==> src/rtl/spdg_pkg.sv <==
// Shared types, constants and codes for the dense-graph shortest path block.
// No dependencies; imported by every module of the block.
package spdg_pkg;

  // Default sizing handed to the top-level parameters
  localparam int DEF_MAX_NODES   = 32;
  localparam int DEF_WEIGHT_BITS = 16;

  // Fixed field widths
  localparam int DIST_W   = 22;
  localparam int NODE_W   = 6;
  localparam int CFG_W    = 6;
  localparam int ROW_W    = 5;
  localparam int WIN_W    = 16;
  localparam int CMP_W    = 8;
  localparam int APB_AW   = 4;
  localparam int APB_DW   = 32;
  localparam int REG_IDX_W = 2;

  localparam logic [DIST_W-1:0] DIST_INF = {DIST_W{1'b1}};

  // Input commands
  localparam logic CMD_LOAD   = 1'b0;
  localparam logic CMD_SEARCH = 1'b1;

  // Register indexes (byte address / 4)
  localparam logic [REG_IDX_W-1:0] REG_NODE_COUNT = 2'd0;
  localparam logic [REG_IDX_W-1:0] REG_START_NODE = 2'd1;
  localparam logic [REG_IDX_W-1:0] REG_END_NODE   = 2'd2;

  // Reset values of the registers
  localparam logic [CFG_W-1:0] RST_NODE_COUNT = 6'd32;
  localparam logic [CFG_W-1:0] RST_START_NODE = 6'd1;
  localparam logic [CFG_W-1:0] RST_END_NODE   = 6'd1;

  typedef struct packed {
    logic [CFG_W-1:0] node_count;
    logic [CFG_W-1:0] start_node;
    logic [CFG_W-1:0] end_node;
  } cfg_t;

  typedef enum logic [3:0] {
    ST_IDLE,
    ST_INIT,
    ST_SCAN,
    ST_RELAX,
    ST_WALK_RD,
    ST_WALK_CHK,
    ST_EMIT_RD,
    ST_EMIT_LD,
    ST_FAIL
  } state_t;

endpackage

==> src/rtl/spdg_regs.sv <==
// APB-style configuration registers: node count, start node, end node.
// Depends on spdg_pkg.
module spdg_regs (
  input  logic                        clk,
  input  logic                        rst_n,
  input  logic                        psel,
  input  logic                        penable,
  input  logic                        pwrite,
  input  logic [spdg_pkg::APB_AW-1:0] paddr,
  input  logic [spdg_pkg::APB_DW-1:0] pwdata,
  output logic [spdg_pkg::APB_DW-1:0] prdata,
  output logic                        pready,
  output spdg_pkg::cfg_t              cfg
);
  import spdg_pkg::*;

  cfg_t                 cfg_r;
  logic [REG_IDX_W-1:0] reg_idx;
  logic                 wr_en;

  assign reg_idx = paddr[APB_AW-1:2];
  assign wr_en   = psel && penable && pwrite;
  assign pready  = 1'b1;
  assign cfg     = cfg_r;

  // Write on the access phase of a write transaction
  always_ff @(posedge clk) begin
    if (!rst_n) begin
      cfg_r.node_count <= RST_NODE_COUNT;
      cfg_r.start_node <= RST_START_NODE;
      cfg_r.end_node   <= RST_END_NODE;
    end else if (wr_en) begin
      case (reg_idx)
        REG_NODE_COUNT: cfg_r.node_count <= pwdata[CFG_W-1:0];
        REG_START_NODE: cfg_r.start_node <= pwdata[CFG_W-1:0];
        REG_END_NODE:   cfg_r.end_node   <= pwdata[CFG_W-1:0];
        default: ;
      endcase
    end
  end

  // Read back the addressed register
  always_comb begin
    case (reg_idx)
      REG_NODE_COUNT: prdata = APB_DW'(cfg_r.node_count);
      REG_START_NODE: prdata = APB_DW'(cfg_r.start_node);
      REG_END_NODE:   prdata = APB_DW'(cfg_r.end_node);
      default:        prdata = '0;
    endcase
  end

endmodule

==> config.mk <==
export PLATFORM = sky130hd
export DESIGN_NAME = spdg_regs
export DESIGN_NICKNAME = d
export VERILOG_FILES = /design/src/rtl/spdg_pkg.sv /design/src/rtl/spdg_regs.sv
export SDC_FILE = /design/constraint.sdc
export NUM_CORES = 1
export LEC_CHECK = 0
export BUFFER_PORTS_ARGS = -buffer_cell sky130_fd_sc_hd__buf_2
export CORE_UTILIZATION = 39
export CTS_BUF_LIST = sky130_fd_sc_hd__clkbuf_4 sky130_fd_sc_hd__clkbuf_8
export CTS_CLUSTER_SIZE = 16
export DETAILED_ROUTE_END_ITERATION = 7
export GPL_TIMING_DRIVEN = 0
export PLACE_DENSITY = 0.94
export SLEW_MARGIN = 5
export SYNTH_ARGS = -nofsm -noshare
export SYNTH_HDL_FRONTEND = slang
export SYNTH_SLANG_ARGS = --single-unit
export TNS_END_PERCENT = 10
==> constraint.sdc <==
create_clock -name clk -period 1.4 [get_ports clk]
set_clock_uncertainty 0.2 [all_clocks]
set_input_delay 0.21 -clock clk [delete_from_list [all_inputs] [get_ports clk]]
set_output_delay 0.21 -clock clk [all_outputs]
set_load 0.005 [all_outputs]
==> results of run 1 <==
[cell families after synthesis]
kind of cell    synth area share [%]
mux                             22.6
simple gates                    18.3
buf+inv                         21.7
other cells                    0.705
flops                           33.8
compound gates                  2.82
[tightest hold or removal path, stage by stage]
cell and delay [ps]:
buf_2 90, nand2_1 80, mux2i_1 70
[layout by cell type (no fill, tap or decap)]
cell           instances
nand2_1               27
buf_4                 28
o21ai_1                6
nand4_1                1
nand3_2                1
and2b_4                1
nor3b_1                1
clkbuf_2               1
nor3_2                 1
buf_2                 34
nor2b_1                5
dfxtp_1                6
clkbuf_1               3
conb_1                27
mux2i_1               24
clkbuf_8               1
nor3b_2                1
clkbuf_4               3
dlygate4sd3_1          2
dfxtp_2               12
or3b_1                 1
[routing by layer]
layer | share of wire, % | GRT usage, % | vias to the layer above
li1 | - | - | 472
met1 | 43 | 18.7 | 391
met2 | 48 | 22.0 | 35
met3 | 6.9 | 2.78 | 4
met4 | 1.3 | 7.69 | 0
met5 | 0 | 0 | -
[how the worst max path moves through the flow]
stage	end	slack, ps	depth (start not counted)
6_report	prdata[0]	4	5
5_1_grt	prdata[0]	-70	3
4_1_cts	prdata[5]	0.3	3
3_5_place_dp	prdata[0]	-200	6
3_3_place_gp	cfg[15]	-180	4
2_1_floorplan	cfg[12]	110	3
[power by group through the flow]
stage / Clock (uW) / Sequential (uW) / Combinational [uW]
6_report: 314 / 524 / 178
5_1_grt: 345 / 525 / 198
4_1_cts: 325 / 524 / 175
3_5_place_dp: 0 / 535 / 170
3_3_place_gp: 0 / 535 / 169
2_1_floorplan: 0 / 535 / 128
[stage by stage]
step                      utilization [%]  area, sq um  power [uW]
final                                56.9         1440        1020
after global routing                 56.9         1440        1070
after CTS                            56.8         1430        1020
after detailed placement             54.4         1370         706
after global placement               54.4         1370         704
after floorplan                         -         1160         663
[cell type report]
class | instances | area [sq um] | share of cell area [%]
timing repair buffer | 37 | 198 | 13.8
sequential | 18 | 375 | 26.2
clock buffer | 4 | 36.3 | 2.53
tap | 30 | 37.5 | 2.62
multi-input combinational | 96 | 569 | 39.7
buffer | 31 | 219 | 15.3
[repair_timing]
item                       CTS  global route
buffers inserted             0             0
hold endpoints to repair     5             0
setup endpoints to repair    6             6
hold buffers                 2             0
resized for setup           18             3
==> run_results.csv, run 1 <==
group,metric,value,unit
run_status,outcome,"completed",
sta,finalCritPeriodShare,99.7,%
clock_tree,cts.htree.levels,1,
synth,synthArstFlopShare,0,%
die,die-area,0.00294,sq mm
setup_path,reg2reg_to,"cfg[17]",
synth,synth_cells,122,
route,drt_wl_total,2.09,mm
setup_path,crit_slowest_cell,"and2b_4",
sta,fin_ws,3.91,ps
placement,portBuffers,35,
placement,gp_congestion,0.727,
setup_path,crit_type,"in2out",
cells_and_area,drive_gt1_share,44.6,%
setup_path,cp_data_arrival_time,990,ps
sta,maxSlewHeadroom,54.9,%
cells_and_area,final_cells,216,
global_routing,antenna_found_initial,0,
synth,synth_ff_type,"dfxtp_1",
sta,rsz0062_at_grt,"true",
setup_path,cp_top_family,"simple AND/OR/NAND/NOR gates",
setup_path,critPathMaxFanout,11,
route,ant_nets,0,
die,die_x,54.3,um
power_and_ir_drop,swShare,23.9,%
clock_tree,cts_buffer_depth,2,
synth,netlist_area,0.00106,sq mm
flow_run,cap_violations,0,
synth,yosysTopAreaCell,"dfxtp_1",
global_routing,grt_overflow,0,
power_and_ir_drop,intPower,773,uW
cells_and_area,largest_reg_flops,18,
synth,ys_seq_elements,18,
synth,synth_edf_count,0,
clock_tree,root_buffer,"clkbuf_4",
placement,hpwl,1.67,mm
power_and_ir_drop,pwr-share-comb,17.5,%
setup_path,endpoint_kind,"output port",
global_routing,grt_pass1_wl,2.96,mm
setup_path,cp_num_buf_inv,2,
die,dieHeight,54.3,um
hold_path,hp-start,"pwdata[3]",
setup_path,ff2ff_setup_slack,560,ps
setup_path,r2r_cells,2,
sta,hold_slack,6.30,ps
power_and_ir_drop,vdd_drop_max,587,uV
hold_path,hold_depth,3,
setup_path,startpoint,"paddr[2]",
placement,pre_cts_ws,-204,ps
route,dr.first_iter.drc_count,20,
die,initial_core_util,42.2,%
clock_tree,cts.reportedPaths.clkPinSlew,100,ps
sta,final-hold-violation-count,0,
synth,ys_types,17,
die,placementRows,18,
cells_and_area,synthToLayoutAreaGrowth,34.8,%
setup_path,worstSetupStartpointType,"input port",
hold_path,worst_hold_path_type,"in2reg",
placement,post-place-cells,212,
clock_tree,numCtsBuffers,3,
power_and_ir_drop,p_per_area,707,mW/mm^2
synth,yosysWarnings,0,
power_and_ir_drop,leakage,0.000760,uW
power_and_ir_drop,pwr-share-seq,51.6,%
setup_path,crit_chain,"buf_4 > and2b_4 > nand2_1 > o21ai_1 > buf_2",
power_and_ir_drop,p_sw,242,uW
synth,synth.most_common_cell,"buf_4",
synth,yosys-top-cells-count,"buf_4 (28), nand2_1 (27), mux2i_1 (24)",
clock_tree,cts.sinks,18,
sta,min_period,1400,ps
hold_path,holdPathEnd,"cfg[9]",
synth,yosysSeqAreaShare,33.8,%
clock_tree,cts_tree,"done",
route,drc_errors,0,
synth,avgSynthCellArea,8.73,sq um
global_routing,grt.total_usage,14.3,%
cells_and_area,fin_nets,228,
cells_and_area,fillCellCount,248,
setup_path,regToRegStartpoint,"cfg[17]",
synth,synth.area.top_cells,"dfxtp_1 (34%), mux2i_1 (23%), buf_4 (20%), nand2_1 (9.5%), nor2b_1 (2.9%)",
synth,netlist.area_leader.share,33.8,%
route,vias_per_cell,4.18,
route,drtPass1Iterations,4,
sta,final.setup.tns,0,ps
power_and_ir_drop,p_clk_share,30.9,%
cells_and_area,antenna_cells,0,
global_routing,grt_max_degree,12,
setup_path,max_stage_delay,320,ps
route,via_count,902,
route,routedWlPerCell,9.69,um
setup_path,crit_required,990,ps
sta,worstMarginPinSlew,672,ps
clock_tree,clk_latency,290,ps
sta,setup_viol,0,
die,core_area,0.00252,sq mm
sta,slew_viol_final,0,
global_routing,grt_pass1_vias,696,
sta,fmax,0.716,GHz
die,ioPinCount,92,
(Power assumes the default switching activity.)
==> run 2, diff against run 1 <==
--- a/config.mk
+++ b/config.mk
@@ -7,2 +7,3 @@
 export LEC_CHECK = 0
+export ABC_AREA = 0
 export BUFFER_PORTS_ARGS = -buffer_cell sky130_fd_sc_hd__buf_2
==> constraint.sdc (replaced) <==
create_clock -name clk -period 1.4 [get_ports clk]
set_clock_uncertainty 0.2 [all_clocks]
set_input_delay 0.14 -clock clk [delete_from_list [all_inputs] [get_ports clk]]
set_output_delay 0.14 -clock clk [all_outputs]
set_load 0.005 [all_outputs]
==> run 2 against run 1 <==
Effect of this change: sequential cell count did not move; core utilization increased by 1.9 points; worst setup slack better by 43 ps; global-route usage is 0.35 points higher; critical endpoint is now prdata[1]; largest cell class unchanged; largest power group unchanged; register-to-register slack about the same.
==> run_results.csv, run 2 (same netlist as run 1, synthesis figures left out) <==
group,metric,value,unit
die,placementRows,18,
die,dieHeight,54.3,um
power_and_ir_drop,leakage,0.000784,uW
route,ant_nets,0,
cells_and_area,synthToLayoutAreaGrowth,39.4,%
route,dr.first_iter.drc_count,12,
clock_tree,cts.reportedPaths.clkPinSlew,100,ps
power_and_ir_drop,p_per_area,696,mW/mm^2
power_and_ir_drop,p_clk_share,30.8,%
setup_path,max_stage_delay,350,ps
sta,worstMarginPinSlew,678,ps
cells_and_area,fin_nets,234,
die,ioPinCount,92,
sta,finalCritPeriodShare,96.6,%
die,die_x,54.3,um
route,vias_per_cell,4.27,
power_and_ir_drop,p_sw,250,uW
clock_tree,post_cts_buffers,0,
sta,slew_viol_final,0,
clock_tree,cts_buffer_depth,2,
global_routing,grt_overflow,0,
setup_path,crit_slowest_cell,"dfxtp_2",
setup_path,crit_type,"reg2out",
cells_and_area,largest_reg_flops,18,
setup_path,critPathMaxFanout,3,
setup_path,crit_chain,"mux2i_1 > o21ai_0 > buf_2",
sta,min_period,1350,ps
setup_path,cp_data_arrival_time,1010,ps
sta,setup_viol,0,
die,core_area,0.00252,sq mm
clock_tree,clk_latency,290,ps
route,drt_wl_total,2.20,mm
sta,rsz0062_at_grt,"false",
cells_and_area,antenna_cells,0,
route,via_count,947,
sta,fin_ws,46.9,ps
cells_and_area,drive_gt1_share,42.2,%
setup_path,endpoint_kind,"output port",
hold_path,worst_hold_path_type,"in2reg",
power_and_ir_drop,intPower,783,uW
clock_tree,numCtsBuffers,3,
sta,final.setup.tns,0,ps
route,drc_errors,0,
die,initial_core_util,42.2,%
sta,fmax,0.739,GHz
cells_and_area,layout.cells.most_common,"buf_2",
flow_run,cap_violations,0,
sta,final-hold-violation-count,0,
global_routing,antenna_found_initial,0,
clock_tree,cts_tree,"done",
clock_tree,cts.sinks,18,
power_and_ir_drop,pwr-share-comb,18.5,%
clock_tree,cts.htree.levels,1,
placement,portBuffers,35,
route,drtPass1Iterations,4,
power_and_ir_drop,swShare,24.2,%
power_and_ir_drop,vdd_drop_max,572,uV
die,die-area,0.00294,sq mm
setup_path,worstSetupStartpointType,"register",
clock_tree,root_buffer,"clkbuf_4",
cells_and_area,layout_common_cells,"buf_2 (36), nand2_1 (27), buf_4 (27), conb_1 (27), mux2i_1 (24)",
placement,gp_congestion,0.727,
placement,pre_cts_ws,-130,ps
global_routing,grt_max_degree,11,
global_routing,grt_pass1_vias,714,
sta,maxSlewHeadroom,54.5,%
route,routedWlPerCell,9.90,um
placement,hpwl,1.67,mm
run_status,outcome,"completed",
global_routing,grt.total_usage,14.6,%
power_and_ir_drop,pwr-share-seq,50.7,%
global_routing,grt_pass1_wl,3.04,mm
setup_path,crit_required,1060,ps
## run 2: what timing repair did
| action | in CTS | in global routing |
|---|---|---|
| hold buffers | 6 | 0 |
| gates resized for setup | 1 | 14 |
| endpoints found under the setup margin | 6 | 5 |
| pin swaps | 0 | 0 |
| hold endpoints to repair | 18 | 0 |
## run 2: final cells by class
type                            count  area, sq um
Fill cell                         238         1040
Sequential cell                    18          370
Multi-Input combinational cell     96          569
Timing Repair Buffer               41          235
Tap cell                           30         37.5
Buffer                             33          235
Clock buffer                        4         36.3
## run 2: power by group through the flow
stage | clock (uW) | sequential, uW | combinational, uW
2_1_floorplan | 0 | 535 | 128
3_3_place_gp | 0 | 535 | 169
3_5_place_dp | 0 | 535 | 170
4_1_cts | 325 | 523 | 184
5_1_grt | 345 | 525 | 212
6_report | 319 | 524 | 191
## run 2: per-layer routing
layer  vias up  global-route usage, %  routed length [um]
met5         -                      0                   0
met3         5                   3.06                 171
met4         0                   8.12                  38
met2        43                   22.4                1040
li1        485                      -                   -
met1       414                   19.0                 947
## run 2: through the flow
step | util [%] | std cells | total power (uW) | hold slack, ps | area, sq um
floorplan | - | 147 | 663 | 82.1 | 1160
global placement | 54.4 | 212 | 704 | 211 | 1370
detailed placement | 54.4 | 212 | 706 | 221 | 1370
CTS | 58.2 | 222 | 1030 | 7.58 | 1470
global route | 58.8 | 222 | 1080 | 17.8 | 1480
finish | 58.8 | 222 | 1030 | 9.79 | 1480
## run 2: worst paths after layout
path,start,end,slack [ps],cells past startpoint
hold / removal,penable,cfg[5],10,3
setup reg to reg,cfg[17],cfg[17],550,2
hold reg to reg,cfg[11],cfg[11],270,2
setup / recovery,cfg[7],prdata[1],50,3
## run 2: worst max-delay path, delay by kind of cell (launching register included)
family / cells / cell delay [ps]
flip-flops: 1 / 350
buffers and inverters: 1 / 140
AO/OA/AOI/OAI: 1 / 160
multiplexers: 1 / 60
